===== src/hw/rtl/cgtp_pkg.sv =====
// Shared constants, types and helper functions of the counter goodness task picker.
package cgtp_pkg;

  // Table size and counter width.
  localparam int MAX_TASKS    = 64;
  localparam int COUNTER_BITS = 16;

  // Derived widths.
  localparam int TASK_AW = $clog2(MAX_TASKS);
  localparam int QC_W    = $clog2(MAX_TASKS + 1);
  localparam int CNT_W   = COUNTER_BITS;

  // Fixed field widths of the request and result items.
  localparam int BASE_W  = 8;
  localparam int PRIO_W  = 7;
  localparam int ID_W    = 6;
  localparam int REQ_W   = 3;
  localparam int QLEN_W  = 7;
  localparam int STAT_W  = 2;
  localparam int FILL_W  = BASE_W + 1;
  localparam int SAT_W   = (CNT_W > FILL_W) ? CNT_W : FILL_W;

  // Largest counter value, at the width used for saturation.
  localparam logic [SAT_W-1:0] CNT_CAP = SAT_W'((64'd1 << CNT_W) - 64'd1);

  // Reset value of the base time slice.
  localparam logic [BASE_W-1:0] BASE_RESET = BASE_W'(10);

  typedef enum logic [REQ_W-1:0] {
    REQ_CREATE  = 3'd0,
    REQ_ENQUEUE = 3'd1,
    REQ_DEQUEUE = 3'd2,
    REQ_TICK    = 3'd3,
    REQ_PICK    = 3'd4
  } req_e_t;

  typedef enum logic [STAT_W-1:0] {
    STAT_OK    = 2'd0,
    STAT_EMPTY = 2'd1,
    STAT_BAD   = 2'd2
  } status_e_t;

  typedef enum logic [2:0] {
    ST_IDLE,
    ST_TICK,
    ST_ENQ,
    ST_DEQ,
    ST_SCAN,
    ST_REFILL
  } state_t;

  // Request item.
  typedef struct packed {
    logic [REQ_W-1:0]  req_type;
    logic [ID_W-1:0]   task_id;
    logic [PRIO_W-1:0] priority_req;
  } in_t;

  // Result item.
  typedef struct packed {
    logic [ID_W-1:0]   picked_task;
    logic              pick_valid;
    logic              counters_refilled;
    logic              resched_flag;
    logic [QLEN_W-1:0] queue_length;
    logic [STAT_W-1:0] status;
  } out_t;

  // One entry of the task memory.
  typedef struct packed {
    logic [PRIO_W-1:0] prio;
    logic [CNT_W-1:0]  cnt;
  } task_ent_t;

  // Base plus priority, saturated at the largest counter value.
  function automatic logic [CNT_W-1:0] fill_value(input logic [BASE_W-1:0] base,
                                                  input logic [PRIO_W-1:0] prio);
    logic [SAT_W-1:0] sum;
    sum = SAT_W'(base) + SAT_W'(prio);
    return (sum > CNT_CAP) ? CNT_W'(CNT_CAP) : CNT_W'(sum);
  endfunction

endpackage


===== src/hw/rtl/cgtp_ram.sv =====
// Generic single-write, single-read synchronous RAM with a registered read port.
module cgtp_ram #(
  parameter int WIDTH = 8,
  parameter int DEPTH = 64
) (
  input  logic                     clk,
  input  logic                     we,
  input  logic [$clog2(DEPTH)-1:0] waddr,
  input  logic [WIDTH-1:0]         wdata,
  input  logic [$clog2(DEPTH)-1:0] raddr,
  output logic [WIDTH-1:0]         rdata
);

  logic [WIDTH-1:0] mem [DEPTH];

  // Write port.
  always_ff @(posedge clk) begin
    if (we) begin
      mem[waddr] <= wdata;
    end
  end

  // Read port, registered.
  always_ff @(posedge clk) begin
    rdata <= mem[raddr];
  end

endmodule


===== src/hw/rtl/counter_goodness_task_picker.sv =====
// Top level of the counter goodness task picker: request sequencer around two RAMs.
//
//   channel   ports                              transfer when
//   --------  ---------------------------------  ---------------------------
//   request   start, busy, in_data               start high and busy low
//   result    out_valid, out_data                out_valid high (one cycle)
//   config    cfg_valid, cfg_ready, cfg_data     cfg_valid and cfg_ready high
//
// Rejected requests, create and a pick on an empty queue are answered from idle; a tick reads
// the counter and then writes it back. Enqueue and dequeue shift the queue one slot a cycle
// (an enqueue to an empty queue writes the head directly). A pick scans the queue; on a zero
// best it runs a refill sweep over all MAX_TASKS entries and then a second scan. Synchronous
// reset clears the existence and queued bits and the queue count and loads the base time
// slice; the memories need no clearing pass. The receiver cannot stall: the next request may
// transfer in the result cycle.
module counter_goodness_task_picker (
  input  logic                         clk,
  input  logic                         rst_n,
  input  logic                         start,
  output logic                         busy,
  input  cgtp_pkg::in_t                in_data,
  output logic                         out_valid,
  output cgtp_pkg::out_t               out_data,
  input  logic                         cfg_valid,
  output logic                         cfg_ready,
  input  logic [cgtp_pkg::BASE_W-1:0]  cfg_data
);

  import cgtp_pkg::*;

  localparam int TENT_W = $bits(task_ent_t);

  // Control registers.
  state_t               state_r, state_nxt;
  logic [BASE_W-1:0]    base_r, base_nxt;
  logic [MAX_TASKS-1:0] exists_r, exists_nxt;
  logic [MAX_TASKS-1:0] queued_r, queued_nxt;
  logic [QC_W-1:0]      qcount_r, qcount_nxt;
  logic                 out_valid_r, out_valid_nxt;
  logic                 issue_done_r, issue_done_nxt;
  logic                 s1_v_r, s1_v_nxt;
  logic                 s2_v_r, s2_v_nxt;
  logic                 found_r, found_nxt;
  logic                 have_best_r, have_best_nxt;
  logic                 refilled_r, refilled_nxt;

  // Payload registers.
  in_t                  req_r, req_nxt;
  out_t                 out_r, out_nxt;
  logic [TASK_AW-1:0]   idx_r, idx_nxt;
  logic [TASK_AW-1:0]   s1_addr_r, s1_addr_nxt;
  logic [TASK_AW-1:0]   s2_id_r, s2_id_nxt;
  logic [TASK_AW-1:0]   best_id_r, best_id_nxt;
  logic [CNT_W-1:0]     best_cnt_r, best_cnt_nxt;

  // Memory ports.
  logic                 t_we;
  logic [TASK_AW-1:0]   t_waddr, t_raddr;
  task_ent_t            t_wdata;
  logic [TENT_W-1:0]    t_rdata;
  task_ent_t            t_rd_ent;
  logic                 q_we;
  logic [TASK_AW-1:0]   q_waddr, q_raddr, q_wdata, q_rdata;

  // Request decode.
  logic                 accept;
  logic                 id_ok;
  logic [TASK_AW-1:0]   tid;
  logic [TASK_AW-1:0]   req_tid;
  logic [TASK_AW-1:0]   q_last;
  out_t                 res;

  // Task memory: priority and counter per task.
  cgtp_ram #(
    .WIDTH (TENT_W),
    .DEPTH (MAX_TASKS)
  ) u_task_ram (
    .clk   (clk),
    .we    (t_we),
    .waddr (t_waddr),
    .wdata (t_wdata),
    .raddr (t_raddr),
    .rdata (t_rdata)
  );

  // Queue memory: task ids, newest at slot zero.
  cgtp_ram #(
    .WIDTH (TASK_AW),
    .DEPTH (MAX_TASKS)
  ) u_queue_ram (
    .clk   (clk),
    .we    (q_we),
    .waddr (q_waddr),
    .wdata (q_wdata),
    .raddr (q_raddr),
    .rdata (q_rdata)
  );

  assign t_rd_ent  = task_ent_t'(t_rdata);
  assign accept    = start && (state_r == ST_IDLE);
  assign id_ok     = (32'(in_data.task_id) < 32'(MAX_TASKS));
  assign tid       = TASK_AW'(in_data.task_id);
  assign req_tid   = TASK_AW'(req_r.task_id);
  assign q_last    = TASK_AW'(qcount_r - QC_W'(1));

  assign busy      = (state_r != ST_IDLE);
  assign out_valid = out_valid_r;
  assign out_data  = out_r;
  assign cfg_ready = 1'b1;

  // Sequencer: next state, memory accesses and the result.
  always_comb begin
    state_nxt      = state_r;
    base_nxt       = cfg_valid ? cfg_data : base_r;
    exists_nxt     = exists_r;
    queued_nxt     = queued_r;
    qcount_nxt     = qcount_r;
    out_valid_nxt  = 1'b0;
    issue_done_nxt = issue_done_r;
    s1_v_nxt       = s1_v_r;
    s2_v_nxt       = s2_v_r;
    found_nxt      = found_r;
    have_best_nxt  = have_best_r;
    refilled_nxt   = refilled_r;
    req_nxt        = req_r;
    idx_nxt        = idx_r;
    s1_addr_nxt    = s1_addr_r;
    s2_id_nxt      = s2_id_r;
    best_id_nxt    = best_id_r;
    best_cnt_nxt   = best_cnt_r;

    t_we     = 1'b0;
    t_waddr  = '0;
    t_wdata  = '0;
    t_raddr  = '0;
    q_we     = 1'b0;
    q_waddr  = '0;
    q_wdata  = '0;
    q_raddr  = '0;

    res        = '0;
    res.status = STAT_OK;

    case (state_r)
      ST_IDLE: begin
        t_raddr = tid;
        if (accept) begin
          req_nxt        = in_data;
          idx_nxt        = '0;
          issue_done_nxt = 1'b0;
          s1_v_nxt       = 1'b0;
          s2_v_nxt       = 1'b0;
          case (in_data.req_type)
            REQ_CREATE: begin
              out_valid_nxt = 1'b1;
              if (!id_ok || exists_r[tid]) begin
                res.status = STAT_BAD;
              end else begin
                exists_nxt[tid] = 1'b1;
                t_we            = 1'b1;
                t_waddr         = tid;
                t_wdata.prio    = in_data.priority_req;
                t_wdata.cnt     = fill_value(base_r, in_data.priority_req);
              end
            end
            REQ_ENQUEUE: begin
              if (!id_ok || !exists_r[tid] || queued_r[tid] ||
                  (32'(qcount_r) >= 32'(MAX_TASKS))) begin
                out_valid_nxt = 1'b1;
                res.status    = STAT_BAD;
              end else if (qcount_r == '0) begin
                // Empty queue: the new task goes straight to the head.
                q_we            = 1'b1;
                q_waddr         = '0;
                q_wdata         = tid;
                queued_nxt[tid] = 1'b1;
                qcount_nxt      = qcount_r + QC_W'(1);
                out_valid_nxt   = 1'b1;
              end else begin
                idx_nxt   = q_last;
                state_nxt = ST_ENQ;
              end
            end
            REQ_DEQUEUE: begin
              if (!id_ok || !queued_r[tid]) begin
                out_valid_nxt = 1'b1;
                res.status    = STAT_BAD;
              end else begin
                found_nxt = 1'b0;
                state_nxt = ST_DEQ;
              end
            end
            REQ_TICK: begin
              if (!id_ok || !exists_r[tid]) begin
                out_valid_nxt = 1'b1;
                res.status    = STAT_BAD;
              end else begin
                state_nxt = ST_TICK;
              end
            end
            REQ_PICK: begin
              if (qcount_r == '0) begin
                out_valid_nxt = 1'b1;
                res.status    = STAT_EMPTY;
              end else begin
                have_best_nxt = 1'b0;
                refilled_nxt  = 1'b0;
                state_nxt     = ST_SCAN;
              end
            end
            default: begin
              out_valid_nxt = 1'b1;
              res.status    = STAT_BAD;
            end
          endcase
        end
      end

      ST_TICK: begin
        // Write back the decremented counter, clamped at zero.
        t_we         = 1'b1;
        t_waddr      = req_tid;
        t_wdata.prio = t_rd_ent.prio;
        if (t_rd_ent.cnt <= CNT_W'(1)) begin
          t_wdata.cnt      = '0;
          res.resched_flag = 1'b1;
        end else begin
          t_wdata.cnt = t_rd_ent.cnt - CNT_W'(1);
        end
        out_valid_nxt = 1'b1;
        state_nxt     = ST_IDLE;
      end

      ST_ENQ: begin
        // Move each slot up by one, from the tail down, then write the head.
        if (s1_v_r) begin
          q_we    = 1'b1;
          q_waddr = s1_addr_r + TASK_AW'(1);
          q_wdata = q_rdata;
        end
        if (!issue_done_r) begin
          q_raddr     = idx_r;
          s1_v_nxt    = 1'b1;
          s1_addr_nxt = idx_r;
          if (idx_r == '0) begin
            issue_done_nxt = 1'b1;
          end else begin
            idx_nxt = idx_r - TASK_AW'(1);
          end
        end else begin
          s1_v_nxt = 1'b0;
          if (!s1_v_r) begin
            q_we                = 1'b1;
            q_waddr             = '0;
            q_wdata             = req_tid;
            queued_nxt[req_tid] = 1'b1;
            qcount_nxt          = qcount_r + QC_W'(1);
            out_valid_nxt       = 1'b1;
            state_nxt           = ST_IDLE;
          end
        end
      end

      ST_DEQ: begin
        // Walk the queue from the head; every slot after the match moves down.
        if (s1_v_r) begin
          if (found_r) begin
            q_we    = 1'b1;
            q_waddr = s1_addr_r - TASK_AW'(1);
            q_wdata = q_rdata;
          end
          if (q_rdata == req_tid) begin
            found_nxt = 1'b1;
          end
        end
        if (!issue_done_r) begin
          q_raddr     = idx_r;
          s1_v_nxt    = 1'b1;
          s1_addr_nxt = idx_r;
          if (idx_r == q_last) begin
            issue_done_nxt = 1'b1;
          end else begin
            idx_nxt = idx_r + TASK_AW'(1);
          end
        end else begin
          s1_v_nxt = 1'b0;
          if (!s1_v_r) begin
            queued_nxt[req_tid] = 1'b0;
            qcount_nxt          = qcount_r - QC_W'(1);
            out_valid_nxt       = 1'b1;
            state_nxt           = ST_IDLE;
          end
        end
      end

      ST_SCAN: begin
        // Compare stage: a strictly larger counter wins, so the newest keeps a tie.
        if (s2_v_r) begin
          if (!have_best_r || (t_rd_ent.cnt > best_cnt_r)) begin
            best_cnt_nxt  = t_rd_ent.cnt;
            best_id_nxt   = s2_id_r;
            have_best_nxt = 1'b1;
          end
        end
        // Task memory read stage.
        s2_v_nxt = s1_v_r;
        if (s1_v_r) begin
          t_raddr   = q_rdata;
          s2_id_nxt = q_rdata;
        end
        // Queue memory read stage.
        if (!issue_done_r) begin
          q_raddr  = idx_r;
          s1_v_nxt = 1'b1;
          if (idx_r == q_last) begin
            issue_done_nxt = 1'b1;
          end else begin
            idx_nxt = idx_r + TASK_AW'(1);
          end
        end else begin
          s1_v_nxt = 1'b0;
        end
        // Pipeline drained: refill once on a zero best, otherwise report.
        if (issue_done_r && !s1_v_r && !s2_v_r) begin
          if ((best_cnt_r == '0) && !refilled_r) begin
            idx_nxt        = '0;
            issue_done_nxt = 1'b0;
            s1_v_nxt       = 1'b0;
            state_nxt      = ST_REFILL;
          end else begin
            res.picked_task       = ID_W'(best_id_r);
            res.pick_valid        = 1'b1;
            res.counters_refilled = refilled_r;
            out_valid_nxt         = 1'b1;
            state_nxt             = ST_IDLE;
          end
        end
      end

      ST_REFILL: begin
        // Sweep every task; existing ones get base plus priority.
        if (s1_v_r && exists_r[s1_addr_r]) begin
          t_we         = 1'b1;
          t_waddr      = s1_addr_r;
          t_wdata.prio = t_rd_ent.prio;
          t_wdata.cnt  = fill_value(base_r, t_rd_ent.prio);
        end
        if (!issue_done_r) begin
          t_raddr     = idx_r;
          s1_v_nxt    = 1'b1;
          s1_addr_nxt = idx_r;
          if (idx_r == TASK_AW'(MAX_TASKS - 1)) begin
            issue_done_nxt = 1'b1;
          end else begin
            idx_nxt = idx_r + TASK_AW'(1);
          end
        end else begin
          s1_v_nxt = 1'b0;
          if (!s1_v_r) begin
            idx_nxt        = '0;
            issue_done_nxt = 1'b0;
            s2_v_nxt       = 1'b0;
            have_best_nxt  = 1'b0;
            refilled_nxt   = 1'b1;
            state_nxt      = ST_SCAN;
          end
        end
      end

      default: begin
        state_nxt = ST_IDLE;
      end
    endcase

    res.queue_length = QLEN_W'(qcount_nxt);
    out_nxt          = res;
  end

  // Control state.
  always_ff @(posedge clk) begin
    if (!rst_n) begin
      state_r      <= ST_IDLE;
      base_r       <= BASE_RESET;
      exists_r     <= '0;
      queued_r     <= '0;
      qcount_r     <= '0;
      out_valid_r  <= 1'b0;
      issue_done_r <= 1'b0;
      s1_v_r       <= 1'b0;
      s2_v_r       <= 1'b0;
      found_r      <= 1'b0;
      have_best_r  <= 1'b0;
      refilled_r   <= 1'b0;
    end else begin
      state_r      <= state_nxt;
      base_r       <= base_nxt;
      exists_r     <= exists_nxt;
      queued_r     <= queued_nxt;
      qcount_r     <= qcount_nxt;
      out_valid_r  <= out_valid_nxt;
      issue_done_r <= issue_done_nxt;
      s1_v_r       <= s1_v_nxt;
      s2_v_r       <= s2_v_nxt;
      found_r      <= found_nxt;
      have_best_r  <= have_best_nxt;
      refilled_r   <= refilled_nxt;
    end
  end

  // Payload registers.
  always_ff @(posedge clk) begin
    req_r      <= req_nxt;
    out_r      <= out_nxt;
    idx_r      <= idx_nxt;
    s1_addr_r  <= s1_addr_nxt;
    s2_id_r    <= s2_id_nxt;
    best_id_r  <= best_id_nxt;
    best_cnt_r <= best_cnt_nxt;
  end

`ifndef NO_ASSERTIONS
  // The queue count always matches the number of queued tasks.
  a_count_matches: assert property (@(posedge clk) disable iff (!rst_n)
    $countones(queued_r) == 32'(qcount_r))
    else $error("queue count differs from queued bits");

  // Only existing tasks can be queued.
  a_queued_exist: assert property (@(posedge clk) disable iff (!rst_n)
    (queued_r & ~exists_r) == '0)
    else $error("queued task does not exist");

  // A chosen task always comes with an ok status.
  a_pick_ok: assert property (@(posedge clk) disable iff (!rst_n)
    (out_valid_r && out_r.pick_valid) |-> (out_r.status == STAT_OK))
    else $error("pick result with bad status");

  // A refill is only reported together with a chosen task.
  a_refill_pick: assert property (@(posedge clk) disable iff (!rst_n)
    (out_valid_r && out_r.counters_refilled) |-> out_r.pick_valid)
    else $error("refill reported without a pick");

  // A result ends every sequenced request on its way back to idle.
  a_done_result: assert property (@(posedge clk) disable iff (!rst_n)
    (busy && (state_nxt == ST_IDLE)) |=> out_valid_r)
    else $error("request finished without a result");
`endif

endmodule


===== config.mk =====
export PLATFORM = sky130hd
export DESIGN_NAME = counter_goodness_task_picker
export DESIGN_NICKNAME = d
export VERILOG_FILES = /design/src/hw/rtl/cgtp_pkg.sv /design/src/hw/rtl/cgtp_ram.sv /design/src/hw/rtl/counter_goodness_task_picker.sv
export SDC_FILE = /design/constraint.sdc
export NUM_CORES = 2
export LEC_CHECK = 0
export BUFFER_PORTS_ARGS = -buffer_cell sky130_fd_sc_hd__buf_2
export CAP_MARGIN = 20
export CORE_UTILIZATION = 50
export CTS_CLUSTER_DIAMETER = 150
export DETAILED_ROUTE_END_ITERATION = 8
export PLACE_DENSITY = 0.65
export SLEW_MARGIN = 20
export SYNTH_ARGS = -nofsm -noshare
export SYNTH_HDL_FRONTEND = slang
export SYNTH_SLANG_ARGS = --single-unit

===== constraint.sdc =====
create_clock -name clk -period 6.22 [get_ports clk]
set_input_delay 0.622 -clock clk [delete_from_list [all_inputs] [get_ports clk]]
set_output_delay 0.622 -clock clk [all_outputs]
set_load 0.01 [all_outputs]

---- Word level (Yosys, flattened, before mapping) ----
Memory sizes are Yosys's and may differ from the RTL's. A register that Yosys moved wholly into a read port is not among the register bits.
Cells that the tools add are included.
storage, ports and cells
  output and inout port bits .............. 21
  register bits after elaboration ......... 217
  input bits .............................. 28
  memories ................................ 2
  RAM bits ................................ 1856
memory list
  name             words  width  rd ports  clocked after Yosys merged registers in  write ports  line            RTL
  u_task_ram.mem   64     23     1         1                                        1            cgtp_ram.sv:14  logic [WIDTH-1:0] mem [DEPTH];
  u_queue_ram.mem  64     6      1         1                                        1            cgtp_ram.sv:14
operators by class
  reduce and logical (&&, ||, !) cells .... 46
  $lt $le $gt $ge ......................... 10
  equality and inequality tests ........... 43
  add/subtract/negate cells ............... 9
  mux-type cells .......................... 156
  bitwise logic cells ..................... 9
operator list
  operator               count
  $mux W64               8
  $mux W6                33
  $or A64 B64 Y64        3
  $pmux W64 S3           1
  $mux W23               4
  $pmux W23 S3           1
  $and A64 B64 Y64       1
  $not A64 Y64           1
  $mux W1                57
  $mux W7                8
  $pmux W6 S3            3
  $mux W16               3
  $mux W3                12
  $ne A2 B2 Y1 const B   17
  $gt A9 B16 Y1 const B  2
  $pmux W6 S5            1
  $pmux W3 S4            2
  $lt A6 B7 Y1 const B   3
  $ne A3 B3 Y1 const B   7
  $pmux W7 S3            1
  $add A8 B7 Y9          2
  $bmux W1 S6            3
  $reduce_and A6 Y1      3
  $gt A16 B16 Y1         1
  42 further kinds       96

---- Logic depth before layout (Yosys ltp) ----
  depth in word-level cells ............... 11
  gate-level depth with buffers ........... 15

---- By module ----
From an unflattened synthesis, not the netlist that was laid out.
unflattened totals
  cell total of the unflattened synthesis .. 4837
  area, all modules ....................... 85489.5 um^2
modules (own cells, without submodules)
  module                        cells an instance  times used  sequential area each (um^2)  area each (um^2)
  cgtp_ram (u_task_ram)         2458               1           44662.8                      56581.8
  cgtp_ram (u_queue_ram)        729                1           11651.2                      15205.8
  counter_goodness_task_picker  1650               1           4804.6                       13701.9

---- Worst setup path after synthesis ----
Ideal clock, no wire load.
  path type ............................... input to register
  from .................................... in in_data[7] in the netlist's numbering
  to ...................................... mem u_task_ram.mem[0][7] in the netlist's numbering (data pin)
  data arrival time ....................... 4766 ps
  slack ................................... 902 ps
  path buffers ............................ 3
  required time ........................... 5667 ps
  setup time .............................. 553 ps
  cell stages on the path ................. 10
  cell sequence ........................... buf_4 > mux4_2 > mux2_2 > nand2_1 > nand3_1 > nor4_2 > clkbuf_1 > clkbuf_1 > a221oi_1 > o22ai_1
RTL lines
  element             line                                RTL
  start: declaration  counter_goodness_task_picker.sv:21  input cgtp_pkg::in_t in_data,
  end: declaration    cgtp_ram.sv:14

---- Final worst setup path ----
  from .................................... reg s1_addr_r[0]
  to ...................................... mem u_task_ram.mem[63][14] in the netlist's numbering, enable pin
on the way
  cells in the longest elaborated chain, start to end .. 7
  elaborated cells between the ends (all ways) .. 9
RTL lines
  element                        line                                 RTL
  start: declaration             counter_goodness_task_picker.sv:51   logic [TASK_AW-1:0] s1_addr_r, s1_addr_nxt;
  start signal: assignment       counter_goodness_task_picker.sv:415  s1_addr_r <= s1_addr_nxt;
  $bmux W1 S6                    counter_goodness_task_picker.sv:342  if (s1_v_r && exists_r[s1_addr_r]) begin
  $mux W1 (not written as such)  counter_goodness_task_picker.sv:342
  $logic_and A1 B1 Y1            counter_goodness_task_picker.sv:342
  $mux W1                        counter_goodness_task_picker.sv:342
  $pmux W1 S3                    counter_goodness_task_picker.sv:144  case (state_r)
  $mux W1                        cgtp_ram.sv:18                       if (we) begin
  $mux W1 (not written as such)  cgtp_ram.sv:19                       mem[waddr] <= wdata;
Parallel ways exist; a longest one is shown, timed or not. The select of a mux whose other input is x is not followed.

==> impl_metrics.json <==
{
  "outcome": "finished, final reports clean",
  "drtAntennaViolNets": 0,
  "grt_max_degree": 108,
  "rsz0062_at_grt": "no",
  "finalWirelength_um": 229000,
  "cts_hold_buffers": 0,
  "max_slew.worst_pin.slew_ns": 1.17,
  "area_growth_pct": 12.9,
  "critPathRequiredTime_ns": 6.76,
  "grt_overflow": 0,
  "cts_buffers": 206,
  "grt_antenna_before_repair": 10,
  "initial_utilization_pct": 50.4,
  "rows": 151,
  "place_inst": 7291,
  "drc": 0,
  "die_w_um": 415,
  "fin_cells": 7689,
  "relSlewSlack_pct": 22.1,
  "synth_area_um2": 85300,
  "seq_area_um2": 61100,
  "crit_fanout": 23,
  "postCtsSetupBuffers": 0,
  "multi_input_area_um2": 22700,
  "grtUsageTotal_pct": 26.5,
  "drt-pass1-iter-count": 6,
  "htree_levels": 4,
  "post-route-period-util_pct": 84.8,
  "async_reset_ff_share_pct": 0,
  "vdd_ir_drop_max_uv": 317,
  "yosysUniqueCellTypes": 86,
  "maxSlewViolCount": 0,
  "io_buffers": 47,
  "nets": 5353,
  "num-fill-cells": 12800,
  "maxCapViolCount": 0,
  "clkSinkCount": 2102,
  "ios": 49,
  "critPathTopFamily": "compound AO/OA/AOI/OAI gates",
  "dpl.hpwl_um": 147000,
  "synth_fp_nets": 5233,
  "drive_above_1_share_pct": 20.6,
  "crit_top_cell": "buf_4",
  "die_h_um": 415,
  "clock_latency_ns": 0.85,
  "p_leak_nw": 31.8,
  "synth_warnings": 0,
  "grt_pass1_vias": 48100,
  "fin_tns_setup_ns": 0,
  "cts_resized": 0,
  "critical_path_class": "reg2reg",
  "grt_pass1_wl_um": 335000,
  "gp_congestion": 0.926,
  "ctsLongestPathBuffers": 3,
  "startpoint_type": "register",
  "powerDensity_nw_per_um2": 303,
  "hold_viol": 0,
  "total_power_mw": 29.2,
  "synth_seq_cells": 2102,
  "cts.clk_slew.worst_paths_ns": 0.07,
  "cts_root_buf": "clkbuf_16",
  "vias": 49800,
  "ys_seq_area_share_pct": 71.7,
  "hold_path_class": "in2reg",
  "max_stage_delay_ns": 0.99,
  "cp.buffers_inverters": 3,
  "worstPathCellList": "buf_4 -> mux4_2 -> a22oi_1 -> a21oi_1 -> o2111a_1 -> a41o_1 -> buf_4 -> a221oi_1 -> or3_1 -> nor2_2 -> buf_4",
  "dieArea_um2": 172000,
  "setup_viol": 0,
  "skew_ns": 0.0385,
  "syn_inst": 5164,
  "syn_avg_cell_area_um2": 16.5,
  "cp-end-kind": "register",
  "clock.fmax_ghz": 0.190,
  "timing.final.crit_period_ns": 5.27,
  "cts_tree": "yes",
  "drtIter0Drc": 6985,
  "via_per_inst": 6.47,
  "core_um2": 169000,
  "critPathArrivalTime_ns": 5.82,
  "synthFlopType": "edfxtp_1",
  "slowest_stage": "a221oi_1",
  "synth-edff-count": 1902,
  "avgRoutedWirePerCell_um": 29.8
}
==> per-stage QoR <==
step	instance area, um^2	utilization [%]	setup WS (ns)	hold WS [ns]
2_1_floorplan	85300	-	0.902	0.400
3_3_place_gp	89300	52.8	0.803	0.412
3_5_place_dp	89300	52.8	0.810	0.414
4_1_cts	96200	56.8	1.13	0.0278
5_1_grt	96300	56.9	0.830	0.0649
6_report	96300	56.9	0.947	0.0817
==> layout by cell type (no fill, tap or decap), types with 19 or more instances in the layout <==
cell type	count
or4_1	25
o21ai_0	57
edfxtp_1	1902
dfxtp_1	200
mux2i_1	32
a31oi_1	32
buf_4	191
and2_1	45
buf_2	47
nor3_1	31
clkbuf_16	212
buf_12	28
xor2_1	19
clkinv_2	40
nand2_1	306
nor2_1	200
a22oi_1	105
xnor2_1	27
a221oi_1	82
o221ai_1	69
nor2_2	69
nand3_1	252
o22ai_1	161
a21oi_1	124
nor2b_1	28
and3_1	102
clkbuf_1	48
clkinv_1	34
inv_1	137
ha_1	39
nand4_1	54
mux4_2	403
nand3b_1	19
==> Yosys cell counts, types with 10 or more instances <==
master | count | area [um^2]
nand4_1 | 54 | 338
mux4_2 | 403 | 9080
buf_1 | 37 | 139
ha_1 | 39 | 488
or4_1 | 25 | 188
a22oi_1 | 105 | 788
clkbuf_1 | 254 | 953
nor2b_1 | 29 | 181
and2_1 | 45 | 282
nand3_1 | 252 | 1260
dfxtp_1 | 200 | 4000
inv_1 | 137 | 514
o21a_1 | 10 | 75.1
nand2_1 | 306 | 1150
o221ai_1 | 69 | 604
a221o_1 | 19 | 190
nor4_1 | 10 | 62.6
o22ai_1 | 162 | 1010
a211oi_1 | 17 | 128
a22o_1 | 13 | 114
a221oi_1 | 83 | 727
a21o_1 | 13 | 97.6
a31oi_1 | 33 | 206
o21ai_0 | 57 | 285
nor3_1 | 39 | 195
nor2_1 | 280 | 1050
mux2i_1 | 32 | 320
and3_1 | 102 | 638
or3_1 | 16 | 100
nand3b_1 | 19 | 143
xor2_1 | 19 | 166
edfxtp_1 | 1902 | 57100
buf_2 | 60 | 300
a21oi_1 | 125 | 626
xnor2_1 | 27 | 236
nor3b_1 | 12 | 90.1
==> where the power goes <==
group	switching (mW)	total (mW)	internal, mW
logic	0.798	1.26	0.464
registers	0.142	15.4	15.3
clock network	5.36	12.5	7.14
total	6.30	29.2	22.9
==> worst min-delay path, stage by stage <==
cell and delay (ns):
buf_2 0.12, mux2i_1 0.07, nand2_1 0.06
==> sequential cells by signal, indices dropped and copies added (netlist names), 7 cells and up <==
| signal | flops |
|---|---|
| u_task_ram.rdata | 23 |
| base_r | 8 |
| best_cnt_r | 16 |
| u_task_ram.mem | 1472 |
| out_data | 18 |
| exists_r | 64 |
| qcount_r | 7 |
| u_queue_ram.mem | 384 |
| queued_r | 64 |
==> cell families after synthesis <==
kind of cell               Yosys count  synth area share, %
buffers and inverters              495                 2.29
other                                1              0.00440
and+or+nand+nor                   1230                 7.06
AOI/OAI and AO/OA                  804                 6.70
DFF                               2102                 71.7
xor gates and xnor gates            47                0.499
adders and majority gates           41                0.619
muxes                              444                 11.1
==> final timing paths <==
kind	slack [ns]	end	depth (start not counted)	from
worst min register to register	0.42	best_id_r[4]	0	s2_id_r[4]
worst max-delay path	0.95	u_task_ram.mem[63][14]	11	s1_addr_r[0]
worst max register to register	0.95	u_task_ram.mem[63][14]	11	s1_addr_r[0]
worst min-delay path	0.08	base_r[3]	3	cfg_data[3]
==> cell type report <==
cell class | instances | area share [%]
tap | 2218 | 2.88
inverter | 139 | 0.542
clock inverter | 111 | 1.19
clock buffer | 276 | 5.93
timing repair buffer | 268 | 2.37
sequential | 2102 | 63.5
multi-input combinational | 2567 | 23.6
antenna | 8 | 0.0208
==> layer usage <==
metal	up-vias	share of wire (%)	global-route usage, %
met2	2690	46	40.5
li1	21000	-	-
met5	-	0.037	0
met4	5	4.4	10.8
met1	25600	40	37.3
met3	450	9.6	5.39
No activity file was read; power rests on OpenSTA's default activity.
